`src/hdl/t4t_pkg.sv`:
```
// Shared types, constants and the capability container table of the Type 4 tag responder.
`timescale 1ns / 1ps

package t4t_pkg;

    localparam int FILE_BYTES_DEF   = 128;
    localparam int MAX_READ_LEN_DEF = 62;
    localparam int QUEUE_DEPTH      = 2;

    localparam int ADDR_W   = 16;
    localparam int LEN_W    = 6;
    localparam int IN_DATA_W = 104;
    localparam int CC_BYTES = 15;

    localparam logic [1:0] SEL_NONE = 2'd0;
    localparam logic [1:0] SEL_CC   = 2'd1;
    localparam logic [1:0] SEL_NDEF = 2'd2;

    localparam logic [1:0] OP_LOAD   = 2'd0;
    localparam logic [1:0] OP_STATUS = 2'd1;
    localparam logic [1:0] OP_READ   = 2'd2;

    localparam logic [7:0] INS_SELECT = 8'hA4;
    localparam logic [7:0] INS_READ   = 8'hB0;

    localparam logic [7:0] P1_BY_ID   = 8'h00;
    localparam logic [7:0] P1_BY_NAME = 8'h04;
    localparam logic [7:0] P2_FIRST   = 8'h0C;
    localparam logic [7:0] FID_HIGH   = 8'hE1;
    localparam logic [7:0] FID_CC     = 8'h03;
    localparam logic [7:0] FID_NDEF   = 8'h04;
    localparam logic [7:0] LC_FID     = 8'h02;
    localparam logic [7:0] LC_AID     = 8'h07;
    localparam logic [55:0] NDEF_AID  = 56'hD2760000850101;

    localparam logic [7:0] SW_OK1   = 8'h90;
    localparam logic [7:0] SW_OK2   = 8'h00;
    localparam logic [7:0] SW_ERR1  = 8'h6A;
    localparam logic [7:0] SW_NOTF2 = 8'h82;
    localparam logic [7:0] SW_FUNC2 = 8'h81;
    localparam logic [7:0] SW_WARN1 = 8'h62;
    localparam logic [7:0] SW_EOF2  = 8'h82;

    // One classified unit of work handed from the front end to the back end.
    typedef struct packed {
        logic [1:0]        op;
        logic              cc;
        logic [ADDR_W-1:0] addr;
        logic [LEN_W-1:0]  len;
        logic [7:0]        sw1;
        logic [7:0]        sw2;
        logic [7:0]        value;
    } desc_t;

    // Capability container contents; bytes past its end read as zero.
    function automatic logic [7:0] cc_byte(input logic [ADDR_W-1:0] a,
                                           input logic [ADDR_W-1:0] fb,
                                           input logic              wp);
        logic [7:0] b;
        begin
            unique case (a)
                16'd0:   b = 8'h00;
                16'd1:   b = 8'h0F;
                16'd2:   b = 8'h20;
                16'd3:   b = 8'h00;
                16'd4:   b = 8'h54;
                16'd5:   b = 8'h00;
                16'd6:   b = 8'hFF;
                16'd7:   b = 8'h04;
                16'd8:   b = 8'h06;
                16'd9:   b = 8'hE1;
                16'd10:  b = 8'h04;
                16'd11:  b = fb[15:8];
                16'd12:  b = fb[7:0];
                16'd13:  b = 8'h00;
                16'd14:  b = wp ? 8'hFF : 8'h00;
                default: b = 8'h00;
            endcase
            return b;
        end
    endfunction

endpackage

```
`src/hdl/t4t_fifo.sv`:
```
// Two-entry queue of classified work descriptors between front and back end.
`timescale 1ns / 1ps

module t4t_fifo (
    input  logic          clk,
    input  logic          rst_n,
    input  logic          push,
    input  t4t_pkg::desc_t push_desc,
    output logic          full,
    input  logic          pop,
    output t4t_pkg::desc_t head,
    output logic          empty
);
    import t4t_pkg::*;

    localparam int Q_AW = $clog2(QUEUE_DEPTH);

    desc_t            entry_reg [QUEUE_DEPTH];
    logic [Q_AW-1:0]  wr_ptr_reg;
    logic [Q_AW-1:0]  wr_ptr_next;
    logic [Q_AW-1:0]  rd_ptr_reg;
    logic [Q_AW-1:0]  rd_ptr_next;
    logic [Q_AW:0]    count_reg;
    logic [Q_AW:0]    count_next;

    assign full  = (count_reg == (Q_AW+1)'(QUEUE_DEPTH));
    assign empty = (count_reg == '0);
    assign head  = entry_reg[rd_ptr_reg];

    always_comb
    begin
        wr_ptr_next = push ? wr_ptr_reg + 1'b1 : wr_ptr_reg;
        rd_ptr_next = pop ? rd_ptr_reg + 1'b1 : rd_ptr_reg;
        count_next  = count_reg;
        if (push && !pop)
        begin
            count_next = count_reg + 1'b1;
        end
        else if (pop && !push)
        begin
            count_next = count_reg - 1'b1;
        end
    end

    always_ff @(posedge clk or negedge rst_n)
    begin
        if (!rst_n)
        begin
            wr_ptr_reg <= '0;
            rd_ptr_reg <= '0;
            count_reg  <= '0;
        end
        else
        begin
            wr_ptr_reg <= wr_ptr_next;
            rd_ptr_reg <= rd_ptr_next;
            count_reg  <= count_next;
        end
    end

    always_ff @(posedge clk)
    begin
        if (push)
        begin
            entry_reg[wr_ptr_reg] <= push_desc;
        end
    end

`ifndef NO_ASSERTIONS
    a_no_overflow: assert property (@(posedge clk) disable iff (!rst_n)
        !(push && full))
        else $error("queue written while full");
    a_no_underflow: assert property (@(posedge clk) disable iff (!rst_n)
        !(pop && empty))
        else $error("queue read while empty");
    a_count_track: assert property (@(posedge clk) disable iff (!rst_n)
        (push && !pop) |=> (count_reg == $past(count_reg) + 1'b1))
        else $error("queue count did not follow a lone write");
`endif

endmodule

```
`src/hdl/t4t_front.sv`:
```
// Front end: accepts input beats, tracks the selected file and classifies each APDU.
`timescale 1ns / 1ps

module t4t_front #(
    parameter int FILE_BYTES   = t4t_pkg::FILE_BYTES_DEF,
    parameter int MAX_READ_LEN = t4t_pkg::MAX_READ_LEN_DEF
) (
    input  logic                           clk,
    input  logic                           rst_n,
    input  logic                           s_tvalid,
    output logic                           s_tready,
    input  logic [t4t_pkg::IN_DATA_W-1:0]  s_tdata,
    input  logic                           s_tuser,
    input  logic                           q_full,
    output logic                           q_push,
    output t4t_pkg::desc_t                 q_desc
);
    import t4t_pkg::*;

    logic [7:0]        ins;
    logic [7:0]        p1;
    logic [7:0]        p2;
    logic [7:0]        lc;
    logic [55:0]       data_bytes;
    logic [6:0]        load_address;
    logic [7:0]        load_value;
    logic [ADDR_W-1:0] offset;
    logic              accept;
    logic              has_work;
    logic              fid_match;
    logic [1:0]        sel_reg;
    logic [1:0]        sel_next;

    assign ins          = s_tdata[7:0];
    assign p1           = s_tdata[15:8];
    assign p2           = s_tdata[23:16];
    assign lc           = s_tdata[31:24];
    assign data_bytes   = s_tdata[87:32];
    assign load_address = s_tdata[94:88];
    assign load_value   = s_tdata[102:95];
    assign offset       = {p1, p2};

    assign s_tready = !q_full;
    assign accept   = s_tvalid && s_tready;
    assign q_push   = accept && has_work;

    assign fid_match = (lc == LC_FID) && (data_bytes[55:48] == FID_HIGH) &&
                       ((data_bytes[47:40] == FID_CC) || (data_bytes[47:40] == FID_NDEF));

    always_comb
    begin
        q_desc       = '0;
        q_desc.op    = OP_STATUS;
        q_desc.sw1   = SW_ERR1;
        q_desc.sw2   = SW_FUNC2;
        has_work     = 1'b1;
        sel_next     = sel_reg;
        if (s_tuser)
        begin
            // Loads beyond the file are dropped here and never reach the back end.
            q_desc.op    = OP_LOAD;
            q_desc.addr  = {9'd0, load_address};
            q_desc.value = load_value;
            has_work     = ({9'd0, load_address} < ADDR_W'(FILE_BYTES));
        end
        else if (ins == INS_SELECT)
        begin
            priority if (p1 == P1_BY_ID)
            begin
                if (p2 != P2_FIRST)
                begin
                    q_desc.sw1 = SW_OK1;
                    q_desc.sw2 = SW_OK2;
                end
                else if (fid_match)
                begin
                    q_desc.sw1 = SW_OK1;
                    q_desc.sw2 = SW_OK2;
                    sel_next   = (data_bytes[47:40] == FID_CC) ? SEL_CC : SEL_NDEF;
                end
                else
                begin
                    q_desc.sw2 = SW_NOTF2;
                end
            end
            else if (p1 == P1_BY_NAME && p2 == 8'h00 && lc == LC_AID &&
                     data_bytes == NDEF_AID)
            begin
                q_desc.sw1 = SW_OK1;
                q_desc.sw2 = SW_OK2;
            end
            else
            begin
                q_desc.sw2 = SW_FUNC2;
            end
        end
        else if (ins == INS_READ)
        begin
            priority if (sel_reg != SEL_CC && sel_reg != SEL_NDEF)
            begin
                q_desc.sw2 = SW_NOTF2;
            end
            else if (offset > ADDR_W'(FILE_BYTES) || lc > 8'(MAX_READ_LEN))
            begin
                q_desc.sw1 = SW_WARN1;
                q_desc.sw2 = SW_EOF2;
            end
            else
            begin
                q_desc.op   = OP_READ;
                q_desc.addr = offset;
                q_desc.len  = lc[LEN_W-1:0];
                q_desc.cc   = (sel_reg == SEL_CC);
                q_desc.sw1  = SW_OK1;
                q_desc.sw2  = SW_OK2;
            end
        end
    end

    always_ff @(posedge clk or negedge rst_n)
    begin
        if (!rst_n)
        begin
            sel_reg <= SEL_NONE;
        end
        else if (accept)
        begin
            sel_reg <= sel_next;
        end
    end

`ifndef NO_ASSERTIONS
    a_sel_only_on_select: assert property (@(posedge clk) disable iff (!rst_n)
        (sel_reg != $past(sel_reg)) |-> $past(accept && !s_tuser && ins == INS_SELECT))
        else $error("selection changed without a select command");
    a_read_len_bound: assert property (@(posedge clk) disable iff (!rst_n)
        (q_push && q_desc.op == OP_READ) |-> (q_desc.len <= LEN_W'(MAX_READ_LEN)))
        else $error("read length above limit queued");
    a_no_push_when_full: assert property (@(posedge clk) disable iff (!rst_n)
        q_full |-> !q_push)
        else $error("push attempted into a full queue");
`endif

endmodule

```
`src/hdl/t4t_back.sv`:
```
// Back end: executes queued work, owns the file memory and streams response bytes.
`timescale 1ns / 1ps

module t4t_back #(
    parameter int FILE_BYTES = t4t_pkg::FILE_BYTES_DEF
) (
    input  logic           clk,
    input  logic           rst_n,
    input  logic           write_protect,
    input  logic           q_empty,
    input  t4t_pkg::desc_t q_head,
    output logic           q_pop,
    output logic           m_tvalid,
    input  logic           m_tready,
    output logic [7:0]     m_tdata,
    output logic           m_tlast
);
    import t4t_pkg::*;

    // Loads carry a 7-bit address, so only the first 128 bytes can ever be nonzero.
    localparam int MEM_DEPTH = (FILE_BYTES < 128) ? FILE_BYTES : 128;
    localparam int MEM_AW    = $clog2(MEM_DEPTH);

    localparam logic [1:0] S_IDLE = 2'd0;
    localparam logic [1:0] S_DATA = 2'd1;
    localparam logic [1:0] S_SW1  = 2'd2;
    localparam logic [1:0] S_SW2  = 2'd3;

    logic [7:0]           mem [MEM_DEPTH];
    logic [MEM_DEPTH-1:0] written_reg;

    logic [1:0]        state_reg;
    logic [1:0]        state_next;
    logic [ADDR_W-1:0] addr_reg;
    logic [ADDR_W-1:0] addr_next;
    logic [LEN_W-1:0]  cnt_reg;
    logic [LEN_W-1:0]  cnt_next;
    logic              cc_reg;
    logic              cc_next;
    logic [7:0]        sw1_reg;
    logic [7:0]        sw1_next;
    logic [7:0]        sw2_reg;
    logic [7:0]        sw2_next;

    logic              out_valid_reg;
    logic              out_valid_next;
    logic [7:0]        out_byte_reg;
    logic              out_last_reg;
    logic              out_mem_reg;
    logic              rd_ok_reg;
    logic [7:0]        rd_data_reg;

    logic              adv;
    logic              beat;
    logic [7:0]        beat_byte;
    logic              beat_last;
    logic              beat_mem;
    logic              mem_we;
    logic [MEM_AW-1:0] rd_idx;
    logic [MEM_AW-1:0] wr_idx;

    assign adv    = !out_valid_reg || m_tready;
    assign rd_idx = addr_reg[MEM_AW-1:0];
    assign wr_idx = q_head.addr[MEM_AW-1:0];

    always_comb
    begin
        state_next = state_reg;
        addr_next  = addr_reg;
        cnt_next   = cnt_reg;
        cc_next    = cc_reg;
        sw1_next   = sw1_reg;
        sw2_next   = sw2_reg;
        q_pop      = 1'b0;
        mem_we     = 1'b0;
        beat       = 1'b0;
        beat_byte  = 8'h00;
        beat_last  = 1'b0;
        beat_mem   = 1'b0;
        unique case (state_reg)
            S_IDLE:
            begin
                if (!q_empty)
                begin
                    q_pop = 1'b1;
                    unique case (q_head.op)
                        OP_LOAD:
                        begin
                            mem_we = 1'b1;
                        end
                        OP_READ:
                        begin
                            addr_next  = q_head.addr;
                            cnt_next   = q_head.len;
                            cc_next    = q_head.cc;
                            sw1_next   = q_head.sw1;
                            sw2_next   = q_head.sw2;
                            state_next = (q_head.len == '0) ? S_SW1 : S_DATA;
                        end
                        default:
                        begin
                            sw1_next   = q_head.sw1;
                            sw2_next   = q_head.sw2;
                            state_next = S_SW1;
                        end
                    endcase
                end
            end
            S_DATA:
            begin
                if (adv)
                begin
                    beat = 1'b1;
                    if (cc_reg)
                    begin
                        beat_byte = cc_byte(addr_reg, ADDR_W'(FILE_BYTES), write_protect);
                    end
                    else if (addr_reg < ADDR_W'(MEM_DEPTH))
                    begin
                        beat_mem = 1'b1;
                    end
                    addr_next = addr_reg + 1'b1;
                    cnt_next  = cnt_reg - 1'b1;
                    if (cnt_reg == LEN_W'(1))
                    begin
                        state_next = S_SW1;
                    end
                end
            end
            S_SW1:
            begin
                if (adv)
                begin
                    beat       = 1'b1;
                    beat_byte  = sw1_reg;
                    state_next = S_SW2;
                end
            end
            S_SW2:
            begin
                if (adv)
                begin
                    beat       = 1'b1;
                    beat_byte  = sw2_reg;
                    beat_last  = 1'b1;
                    state_next = S_IDLE;
                end
            end
            default:
            begin
                state_next = S_IDLE;
            end
        endcase
        out_valid_next = adv ? beat : out_valid_reg;
    end

    always_ff @(posedge clk or negedge rst_n)
    begin
        if (!rst_n)
        begin
            state_reg     <= S_IDLE;
            out_valid_reg <= 1'b0;
            written_reg   <= '0;
        end
        else
        begin
            state_reg     <= state_next;
            out_valid_reg <= out_valid_next;
            if (mem_we)
            begin
                written_reg[wr_idx] <= 1'b1;
            end
        end
    end

    always_ff @(posedge clk)
    begin
        addr_reg <= addr_next;
        cnt_reg  <= cnt_next;
        cc_reg   <= cc_next;
        sw1_reg  <= sw1_next;
        sw2_reg  <= sw2_next;
        if (adv)
        begin
            out_byte_reg <= beat_byte;
            out_last_reg <= beat_last;
            out_mem_reg  <= beat_mem;
        end
        if (adv && beat_mem)
        begin
            rd_data_reg <= mem[rd_idx];
            rd_ok_reg   <= written_reg[rd_idx];
        end
    end

    always_ff @(posedge clk)
    begin
        if (mem_we)
        begin
            mem[wr_idx] <= q_head.value;
        end
    end

    assign m_tvalid = out_valid_reg;
    assign m_tlast  = out_last_reg;
    assign m_tdata  = out_mem_reg ? (rd_ok_reg ? rd_data_reg : 8'h00) : out_byte_reg;

`ifndef NO_ASSERTIONS
    a_pop_in_idle: assert property (@(posedge clk) disable iff (!rst_n)
        q_pop |-> (state_reg == S_IDLE))
        else $error("queue popped while a response is in progress");
    a_last_after_sw2: assert property (@(posedge clk) disable iff (!rst_n)
        (state_reg == S_SW2 && adv) |=> (m_tvalid && m_tlast && state_reg == S_IDLE))
        else $error("final status beat not presented with last");
    a_data_count_live: assert property (@(posedge clk) disable iff (!rst_n)
        (state_reg == S_DATA) |-> (cnt_reg != '0))
        else $error("data phase entered with no bytes left");
`endif

endmodule

```
`src/hdl/type4_tag_apdu_responder_unit.sv`:
```
// Top level of the Type 4 tag APDU responder: front end, work queue and back end.
`timescale 1ns / 1ps

// Usage:
// The slave stream takes one beat per item. s_tuser low means s_tdata holds a decoded
// command APDU; s_tuser high means it holds a host load of one file memory byte.
// The master stream returns each response one byte per beat, data bytes first and the
// two status bytes last, with m_tlast on the final status byte. Loads return nothing.
// cfg_we with cfg_wdata sets the write-access byte of the capability container; write
// it only while no response is outstanding.
// The front end classifies an APDU in the cycle it is accepted and queues it in a
// two-entry queue; the queue, the back-end state register and the output register lie
// between acceptance and the first response beat. The back end sends one byte per cycle
// while m_tready is high; file memory reads are registered.
// s_tready drops only while the queue is full. When m_tready is low the current byte
// holds in the output register and the back end waits, while the front end keeps
// accepting until the queue fills.
// Reset clears the selection to no file, empties the queue and marks every file memory
// byte as zero through per-byte written flags, so the block is ready right after reset.

module type4_tag_apdu_responder_unit #(
    parameter int FILE_BYTES   = t4t_pkg::FILE_BYTES_DEF,
    parameter int MAX_READ_LEN = t4t_pkg::MAX_READ_LEN_DEF
) (
    input  logic                          clk,
    input  logic                          rst_n,
    input  logic                          s_tvalid,
    output logic                          s_tready,
    // ins[7:0], p1[15:8], p2[23:16], lc[31:24], data_bytes[87:32],
    // load_address[94:88], load_value[102:95], zero[103]
    input  logic [t4t_pkg::IN_DATA_W-1:0] s_tdata,
    // load[0]
    input  logic                          s_tuser,
    output logic                          m_tvalid,
    input  logic                          m_tready,
    // resp_byte[7:0]
    output logic [7:0]                    m_tdata,
    output logic                          m_tlast,
    input  logic                          cfg_we,
    input  logic                          cfg_wdata
);
    import t4t_pkg::*;

    logic  write_protect_reg;
    logic  q_full;
    logic  q_empty;
    logic  q_push;
    logic  q_pop;
    desc_t q_desc;
    desc_t q_head;

    always_ff @(posedge clk or negedge rst_n)
    begin
        if (!rst_n)
        begin
            write_protect_reg <= 1'b0;
        end
        else if (cfg_we)
        begin
            write_protect_reg <= cfg_wdata;
        end
    end

    t4t_front #(
        .FILE_BYTES   (FILE_BYTES),
        .MAX_READ_LEN (MAX_READ_LEN)
    ) u_front (
        .clk      (clk),
        .rst_n    (rst_n),
        .s_tvalid (s_tvalid),
        .s_tready (s_tready),
        .s_tdata  (s_tdata),
        .s_tuser  (s_tuser),
        .q_full   (q_full),
        .q_push   (q_push),
        .q_desc   (q_desc)
    );

    t4t_fifo u_fifo (
        .clk       (clk),
        .rst_n     (rst_n),
        .push      (q_push),
        .push_desc (q_desc),
        .full      (q_full),
        .pop       (q_pop),
        .head      (q_head),
        .empty     (q_empty)
    );

    t4t_back #(
        .FILE_BYTES (FILE_BYTES)
    ) u_back (
        .clk           (clk),
        .rst_n         (rst_n),
        .write_protect (write_protect_reg),
        .q_empty       (q_empty),
        .q_head        (q_head),
        .q_pop         (q_pop),
        .m_tvalid      (m_tvalid),
        .m_tready      (m_tready),
        .m_tdata       (m_tdata),
        .m_tlast       (m_tlast)
    );

endmodule
```
`config.mk`:
```
export PLATFORM = sky130hd
export DESIGN_NAME = type4_tag_apdu_responder_unit
export DESIGN_NICKNAME = d
export VERILOG_FILES = /design/src/hdl/t4t_pkg.sv /design/src/hdl/t4t_fifo.sv /design/src/hdl/t4t_front.sv /design/src/hdl/t4t_back.sv /design/src/hdl/type4_tag_apdu_responder_unit.sv
export SDC_FILE = /design/constraint.sdc
export NUM_CORES = 1
export LEC_CHECK = 0
export BUFFER_PORTS_ARGS = -buffer_cell sky130_fd_sc_hd__buf_2
export CORE_MARGIN = 2
export CORE_UTILIZATION = 44
export DETAILED_ROUTE_END_ITERATION = 8
export PLACE_DENSITY = 0.69
export SLEW_MARGIN = 20
export SYNTH_ARGS = -nofsm -noshare
export SYNTH_HDL_FRONTEND = slang
export SYNTH_SLANG_ARGS = --single-unit
export TNS_END_PERCENT = 1
```
`constraint.sdc`:
```
create_clock -name clk -period 3.01 [get_ports clk]
set_clock_uncertainty 0.2 [all_clocks]
set_input_delay 0.602 -clock clk [delete_from_list [all_inputs] [get_ports clk]]
set_output_delay 0.602 -clock clk [all_outputs]
set_load 0.02 [all_outputs]
```
Yosys cells after proc, flatten, opt, wreduce, memory -nomap -nowiden
Memories as Yosys holds them, arrays and structs flattened. A register that Yosys moved wholly into a read port is not among the register bits.
Cells that the tools add are included.

storage, ports and cells
  bits in latches = 0
  bits in writable memories = 1122
  memories kept = 2
  output and inout bits = 11
  bits in registers = 188
  input port bits = 111
  ROM bits = 0

cells by class
  muxes and demuxes = 62
  $add $sub $neg = 6
  reductions and logical operators = 33
  multipliers = 0
  eq/ne operators = 36
  bitwise logic cells = 5
  magnitude comparators = 6
  shift operators = 0
  divide/modulo/power cells = 0

memories
  memory            depth  bits a word  read ports  clocked after memory_dff  write ports  line            source
  u_back.mem        128    8            1           1                         1            t4t_back.sv:29  logic [7:0] mem [MEM_DEPTH];
  u_fifo.entry_reg  2      49           1           0                         1            t4t_fifo.sv:18  desc_t entry_reg [QUEUE_DEPTH];

operators with widths
  operator               count
  $mux 16                8
  $or 128x128->128       1
  $eq 16x4->1 const B    5
  $mux 8                 10
  $pmux 8 s9             1
  $eq 56x56->1 const B   1
  $mux 25                2
  $eq 16x3->1 const B    3
  $mux 41                1
  $mux 33                1
  $pmux 16 s2            1
  $eq 8x3->1 const B     3
  $eq 8x8->1 const B     3
  $pmux 8 s3             1
  $mux 22                1
  $mux 2                 10
  $mux 1                 18
  $mux 6                 3
  $add 16x1->16 const B  1
  $eq 16x1->1 const B    1
  $eq 16x2->1 const B    1
  $eq 8x2->1 const B     2
  $gt 16x8->1 const B    1
  $logic_not 8->1        2
  31 further kinds       67

Longest topological paths before layout
Gate-level depths: netlist (run 1).

  depth in word-level cells = 8
  depth in mapped cells = 13
  mapped depth without buffers = 8

Hierarchy
A second synthesis (run 1) with hierarchy kept.

second synthesis, totals
  cells, all modules = 2841
  area, all modules = 52975.8 µm²

modules (own cells, without submodules)
  module                         cells an instance  times used  area an instance (µm²)
  t4t_back                       2545               1           48031.1
  t4t_fifo                       169                1           3976.3
  t4t_front                      125                1           928.4
  type4_tag_apdu_responder_unit  2                  1           40.0

Least setup slack after synthesis (run 1)
No wires, ideal clock.

  kind = register to register
  start = register u_fifo.rd_ptr_reg
  end = memory u_back.mem[0][7] (data pin)
  cell stages (with the launch flop) = 6
  setup time = 0.378 ns
  arrival = 2.691 ns
  required time = 2.432 ns
  buffers on the path = 4
  setup slack = -0.258 ns
  cell sequence = dfrtp_1 -> clkbuf_1 -> clkbuf_1 -> buf_2 -> buf_1 -> mux2_2

RTL lines
  element                 line            source
  from (decl)             t4t_fifo.sv:21  logic [Q_AW-1:0] rd_ptr_reg;
  from (signal assigned)  t4t_fifo.sv:56  rd_ptr_reg <= rd_ptr_next;
  to (decl)               t4t_back.sv:29

Worst setup path after layout (run 1)
  start = register u_back.addr_reg[0]
  end = register u_back.rd_data_reg[4] (read register of u_back.mem) (data pin)

between the ends
  cells in the longest elaborated chain, start to end = 6

ends and longest elaborated chain
  element                 line             source
  from (decl)             t4t_back.sv:34   logic [ADDR_W-1:0] addr_reg;
  from (signal assigned)  t4t_back.sv:178  addr_reg <= addr_next;
  $lt 16x8->1             t4t_back.sv:118  else if (addr_reg < ADDR_W'(MEM_DEPTH))
  $mux 1                  t4t_back.sv:118
  $mux 1                  t4t_back.sv:114  if (cc_reg)
  $mux 1                  t4t_back.sv:111  if (adv)
  $mux 1                  t4t_back.sv:80   unique case (state_reg)
  $logic_and 1x1->1       t4t_back.sv:189  if (adv && beat_mem)
  to (decl)               t4t_back.sv:51   logic [7:0] rd_data_reg;

Several ways; a longest one is shown, not always the timed one.
A chain may end at the register's enable or synchronous reset.

==> parameters.txt, run 1 <==
Parameter                              Value

Run status
  Result of the run ... completed

Timing
  Max Fclk ... 338.4 MHz
  Max-slew violation total from the final report ... 0
  Final-layout setup total negative slack ... 0 ns
  Post-route worst hold slack ... 0.03195 ns
  Worst rel slew slack ... 0.4673
  Number of failing hold endpoints at the final stage ... 0
  Worst setup margin ... 0.05449 ns
  Post-route clock period utilization ... 0.9819
  Minimum clock period after layout ... 2.956 ns
  Number of endpoints failing setup at the final stage ... 0
  Setup repair after global routing missed its margin ... yes
  Worst Max-Slew Pin Slew ... 0.7974 ns

Clock tree
  Clock tree root buffer cell ... sky130_fd_sc_hd__clkbuf_16
  Worst-case clock buffer depth ... 3
  Count of H-tree levels built during CTS ... 3
  Number of buffers inserted during clock tree synthesis ... 117
  TritonCTS clock tree ... done
  Clock latency reported for the late side of the worst-skew pair ... around 0.71 ns
  Clock tree sinks ... 1,285
  Clock transition time at the flip-flop clock pins of the worst setup and hold paths ... 0.07 ns

Die
  Starting density of the core ... 0.4432
  Area of the placeable core ... 116,200 µm²
  Die span in x ... 346.1 µm
  Die Y-Extent ... 346.1 µm
  Row count ... 125
  Top-level I/O count ... 122
  Overall die area ... 119,800 µm²

Cells and area
  Max FFs per register ... 1,024
  Final non-filler cell total ... 4,991
  Utilization after layout ... 0.5271
  Number of nets at the end of the flow ... 3,487
  Layout overhead on the synthesized area ... 18.93%
  Share of post-route cells with drive strength above 1 ... 0.3171
  Final std cell area, no fill ... 61,250 µm²

Setup path
  Startpoint-to-endpoint class of the critical path ... flip-flop to flip-flop
  Crit start category ... flip-flop
  Data required time at the worst endpoint ... 3.26 ns
  Highest net fanout along the worst path ... 27
  Arrival time at the worst endpoint ... 3.20 ns
  Critical path capture point type ... flip-flop

Place
  Placed wire-length estimate ... 84,230 µm
  Number of I/O port buffers ... 120
  Count of placed standard cells including taps ... about 4,800
  Final weighted congestion of routability-driven global placement ... 0.9065
  Setup slack after placement ... -0.1378 ns
  Standard cell area after detailed placement ... 56,930 µm²

Synth
  Top cell type's share of synthesized area ... 0.6688
  Fraction of registers with async set/reset ... 0.1074
  Cells after Synth ... 2,856
  Yosys warning count ... 0
  Count of cell types in the netlist ... 77
  Number of enable flip-flop cells after synthesis ... 1,147
  Avg Inst Size Synth ... 18.03 µm²
  Sequential fraction of the synthesis area ... 0.7358
  Top cell type by total area after synthesis ... sky130_fd_sc_hd__edfxtp_1
  Most frequently used flop master after synthesis ... sky130_fd_sc_hd__edfxtp_1
  Most common library cells after synthesis ... sky130_fd_sc_hd__edfxtp_1, sky130_fd_sc_hd__mux4_2, sky130_fd_sc_hd__nor2_1
  Mapped Area ... 51,500 µm²
  Synthesis-stage register bit count ... roughly 1,300
  Leading cell types by total area after synthesis ... sky130_fd_sc_hd__edfxtp_1, sky130_fd_sc_hd__mux4_2, sky130_fd_sc_hd__dfrtp_1, sky130_fd_sc_hd__mux2i_1, sky130_fd_sc_hd__or2_2
  Most frequently used cell type in the post-synthesis netlist ... sky130_fd_sc_hd__edfxtp_1

GRT
  Total track usage ... 0.2138
  Initial antenna violation count ... 1
  Total overflow reported by the global router ... 0
  Number of global-route vias before repair ... 28,810
  Wire length of the first global-routing pass ... 189,900 µm
  Largest net degree at the start of global routing ... 129

Power and ir drop
  Leakage Power ... 21.99 nW
  Pwr Total ... ~53 mW
  Power density cells ... 867.6 nW/µm²
  IR drop worst, VDD ... roughly 570 µV

Route
  Vias after detailed routing ... 28,760
  DRT antenna net count ... 0
  Detailed Route Iter0 Violations ... about 3,200
  Vias per cell ... 5.763
  Average wire per standard cell ... 25.88 µm
  Wire length reported by the detailed router ... 129,200 µm
  Post-route DRC ... 0
  DR pass1 iterations ... 5

Min path
  Min-delay worst type ... input pin to flip-flop

Flow run
  Max-cap check violation count ... 0
logic make-up (layout without fill, tap and decap cells):
group / after synthesis / in the layout / synth area share
other: 1 / 17 / 0.00007281
buffers and inverters: 173 / 767 / 0.01603
adder cells (fa/ha/maj): 14 / 14 / 0.003401
XOR/XNOR: 23 / 23 / 0.003912
AO/OA/AOI/OAI: 314 / 314 / 0.04162
AND/OR/NAND/NOR: 611 / 612 / 0.05952
multiplexers: 435 / 435 / 0.1396
flip-flops: 1285 / 1285 / 0.7358
cell usage in the layout, fill, tap and decap left out, types with 21 or more instances in the layout:
cell type	netlist	routed
sky130_fd_sc_hd__a21oi_1	52	52
sky130_fd_sc_hd__a22oi_1	85	85
sky130_fd_sc_hd__a31oi_1	27	27
sky130_fd_sc_hd__and2_1	22	21
sky130_fd_sc_hd__buf_12	0	50
sky130_fd_sc_hd__buf_2	42	119
sky130_fd_sc_hd__buf_4	29	331
sky130_fd_sc_hd__clkbuf_16	0	119
sky130_fd_sc_hd__clkinv_2	0	21
sky130_fd_sc_hd__dfrtp_1	138	137
sky130_fd_sc_hd__edfxtp_1	1147	1147
sky130_fd_sc_hd__inv_1	29	29
sky130_fd_sc_hd__mux2i_1	185	185
sky130_fd_sc_hd__mux4_2	224	224
sky130_fd_sc_hd__nand2_1	125	125
sky130_fd_sc_hd__nor2_1	191	184
sky130_fd_sc_hd__nor2b_1	25	23
sky130_fd_sc_hd__nor3_1	27	26
sky130_fd_sc_hd__o21ai_0	45	44
sky130_fd_sc_hd__or2_2	128	128
worst max-delay path, cell delays in order (launching register included):
cell and delay [ns]:
sky130_fd_sc_hd__edfxtp_1 0.45, sky130_fd_sc_hd__buf_12 0.25, sky130_fd_sc_hd__mux4_2 0.60, sky130_fd_sc_hd__a221oi_1 0.35
sky130_fd_sc_hd__o21ai_0 0.23, sky130_fd_sc_hd__a21oi_1 0.31, sky130_fd_sc_hd__buf_4 0.19, sky130_fd_sc_hd__a2111oi_0 0.06
report_power, final:
group          leakage [nW]  switching (mW)  internal [mW]
Combinational          7.71            8.81           5.80
Sequential             12.3           0.486           22.3
Clock                  2.02            6.55           9.22
Total                  22.0            15.9           37.3
timing repair:
item,in CTS,in global routing
pin swaps,0,0
resized for setup,5,10
gates cloned,1,0
hold buffers,8,0
setup buffers,0,3
hold endpoints to repair,43,0
setup endpoints to repair,7,138
path summary, 6_finish.rpt:
kind	from	end	slack, ns	depth (start not counted)
max	u_back.addr_reg[0]$_DFFE_PP_	u_back.rd_data_reg[4]$_DFFE_PP_	0.05	7
min	s_tdata[98]	u_fifo.entry_reg[1][3]$_DFFE_PP_	0.03	2
max reg2reg	u_back.addr_reg[0]$_DFFE_PP_	u_back.rd_data_reg[4]$_DFFE_PP_	0.05	7
min reg2reg	u_back.written_reg[123]$_DFFE_PN0P_	u_back.written_reg[123]$_DFFE_PN0P_	0.26	1
max in group asynchronous	rst_n	u_back.written_reg[68]$_DFFE_PN0P_	1.66	3
min in group asynchronous	rst_n	u_back.written_reg[108]$_DFFE_PN0P_	0.19	2
cell type report:
class | instances | area, µm²
well taps | 1524 | 1907
clock inverters | 70 | 890.9
inverters | 31 | 116.4
diodes | 1 | 2.502
clock buffers | 153 | 3266
multi-input cells | 1414 | 12940
fillers | 8998 | 54950
flip-flops and latches | 1285 | 37900
repair buffers | 513 | 4234
layer usage:
| layer | global-route usage | vias to the layer above | wire (µm) |
|---|---|---|---|
| li1 | - | 12350 | - |
| met2 | 0.3420 | 1367 | 61670 |
| met5 | 0 | - | 0 |
| met4 | 0.07156 | 0 | 3838 |
| met1 | 0.2958 | 14860 | 52340 |
| met3 | 0.04125 | 194 | 11320 |
No activity file was read; power rests on OpenSTA's default activity.
==> run 2, diff against run 1 <==
PLACE_DENSITY = 0.66   (was 0.69)
clock period = 2.9 ns   (was 3.01 ns; I/O delays follow)
==> parameters.txt, run 2 (synthesis results as in run 1) <==
Parameter                              Value

Cells and area
  Most frequent standard cell in the layout excluding fill and tap cells ... sky130_fd_sc_hd__edfxtp_1
  Number of nets at the end of the flow ... 3,532
  Layout overhead on the synthesized area ... 19.93%
  Total of fill cells in the finished design ... about 9,000
  Utilization after layout ... 0.5315
  Share of post-route cells with drive strength above 1 ... 0.3290
  Final std cell area, no fill ... 61,760 µm²
  Max FFs per register ... 1,024
  Number of diodes ... 0
  Final non-filler cell total ... about 5,000
  Most frequent cells in the layout ... sky130_fd_sc_hd__edfxtp_1, sky130_fd_sc_hd__buf_4, sky130_fd_sc_hd__mux4_2, sky130_fd_sc_hd__mux2i_1, sky130_fd_sc_hd__nor2_1

Die
  Row count ... 125
  Area of the placeable core ... 116,200 µm²
  Die Y-Extent ... 346.1 µm
  Top-level I/O count ... 122
  Starting density of the core ... 0.4432
  Overall die area ... 119,800 µm²
  Die span in x ... between 300 and 400 µm

Timing
  Number of failing hold endpoints at the final stage ... 0
  Max Fclk ... about 340 MHz
  Minimum clock period after layout ... just under 3 ns
  Final-layout setup total negative slack ... -0.08449 ns
  Max-slew violation total from the final report ... 0
  Worst setup margin ... -0.02952 ns
  Post-route worst hold slack ... 0.03708 ns
  Worst rel slew slack ... 0.4440
  Setup repair after global routing missed its margin ... yes
  Post-route clock period utilization ... 1.010
  Number of endpoints failing setup at the final stage ... 6
  Worst Max-Slew Pin Slew ... approximately 0.83 ns

GRT
  Largest net degree at the start of global routing ... just over 90
  Initial antenna violation count ... 0
  Wire length of the first global-routing pass ... 191,800 µm
  Number of global-route vias before repair ... 28,920
  Total overflow reported by the global router ... 0
  Total track usage ... 0.2172

Run status
  Result of the run ... complete, but fails checks
  Violations in the final reports ... setup timing

Route
  DRT antenna net count ... 0
  Wire length reported by the detailed router ... 131,100 µm
  DR pass1 iterations ... 5
  Vias per cell ... approximately 5.7
  Average wire per standard cell ... 26.03 µm
  Post-route DRC ... 0
  Detailed Route Iter0 Violations ... 3,524
  Vias after detailed routing ... slightly below 30,000

Setup path
  Data required time at the worst endpoint ... 3.26 ns
  Highest net fanout along the worst path ... 12
  Crit start category ... flip-flop
  Arrival time at the worst endpoint ... ~3.3 ns
  Slack of the worst reg-to-reg path ... -0.03 ns
  Startpoint-to-endpoint class of the critical path ... flip-flop to flip-flop
  Critical path capture point type ... flip-flop

Clock tree
  Clock tree sinks ... 1,285
  Clock latency reported for the late side of the worst-skew pair ... 0.74 ns
  Count of H-tree levels built during CTS ... 4
  Worst-case clock buffer depth ... 3
  Clock tree root buffer cell ... sky130_fd_sc_hd__clkbuf_16
  TritonCTS clock tree ... done
  Number of buffers inserted during clock tree synthesis ... between 100 and 150
  Clock transition time at the flip-flop clock pins of the worst setup and hold paths ... 0.06 ns

Place
  Setup slack after placement ... -0.1729 ns
  Standard cell area after detailed placement ... about 57,000 µm²
  Count of placed standard cells including taps ... roughly 4,800
  Final weighted congestion of routability-driven global placement ... just under 0.9
  Placed wire-length estimate ... roughly 85,000 µm
  Number of I/O port buffers ... 120

Power and ir drop
  Power density cells ... 901.3 nW/µm²
  Leakage Power ... 22.22 nW
  IR drop worst, VDD ... between 600 and 700 µV
  Pwr Total ... 55.67 mW

Min path
  Min-delay worst type ... input pin to flip-flop

Flow run
  Max-cap check violation count ... 0
[run 2: worst paths after layout]
path | cells past startpoint | endpoint | from
min in group asynchronous | 2 | u_back.written_reg[98]$_DFFE_PN0P_ | rst_n
min | 3 | u_fifo.entry_reg[1][31]$_DFFE_PP_ | s_tdata[89]
max in group asynchronous | 3 | u_back.written_reg[84]$_DFFE_PN0P_ | rst_n
min reg2reg | 1 | u_back.written_reg[10]$_DFFE_PN0P_ | u_back.written_reg[10]$_DFFE_PN0P_
max | 11 | u_back.rd_data_reg[5]$_DFFE_PP_ | u_back.addr_reg[1]$_DFFE_PP_
max reg2reg | 11 | u_back.rd_data_reg[5]$_DFFE_PP_ | u_back.addr_reg[1]$_DFFE_PP_
[run 2: critical path, cell delays in order (launching register included)]
cell and delay, ns:
sky130_fd_sc_hd__edfxtp_1 0.45, sky130_fd_sc_hd__buf_4 0.21, sky130_fd_sc_hd__clkbuf_16 0.20, sky130_fd_sc_hd__mux2i_1 0.15
sky130_fd_sc_hd__a22oi_2 0.29, sky130_fd_sc_hd__a31oi_1 0.12, sky130_fd_sc_hd__buf_4 0.17, sky130_fd_sc_hd__a221oi_1 0.33
sky130_fd_sc_hd__buf_4 0.20, sky130_fd_sc_hd__o211ai_1 0.10, sky130_fd_sc_hd__buf_4 0.17, sky130_fd_sc_hd__a21oi_1 0.16
[run 2: timing repair]
item                                   CTS  global route
hold buffers                            14             0
setup endpoints to repair               82           749
setup buffers                            0             2
pin swaps                                0             5
gates cloned                             0             4
endpoints found under the hold margin  161             0
gates resized for setup                  9            47
[run 2: power breakdown]
| group | switching (mW) | total [mW] | internal [mW] |
|---|---|---|---|
| clock | 6.98 | 16.5 | 9.52 |
| combinational | 9.34 | 15.5 | 6.18 |
| sequential | 0.511 | 23.6 | 23.1 |
[run 2: layout make-up]
| cell class | instances | area, µm² | share of cell area |
|---|---|---|---|
| flip-flops and latches | 1285 | 37900 | 0.6136 |
| inverters | 31 | 116.4 | 0.001884 |
| clock inverters | 60 | 574.3 | 0.009298 |
| multi-input cells | 1413 | 13070 | 0.2116 |
| clock buffers | 179 | 3661 | 0.05927 |
| well taps | 1524 | 1907 | 0.03087 |
| repair buffers | 546 | 4534 | 0.07341 |
[run 2: per-layer routing]
metal / share of wire / global-route usage
met3: 0.074 / 0.03475
met5: 0 / 0
met2: 0.48 / 0.3471
met4: 0.029 / 0.06871
met1: 0.42 / 0.3076
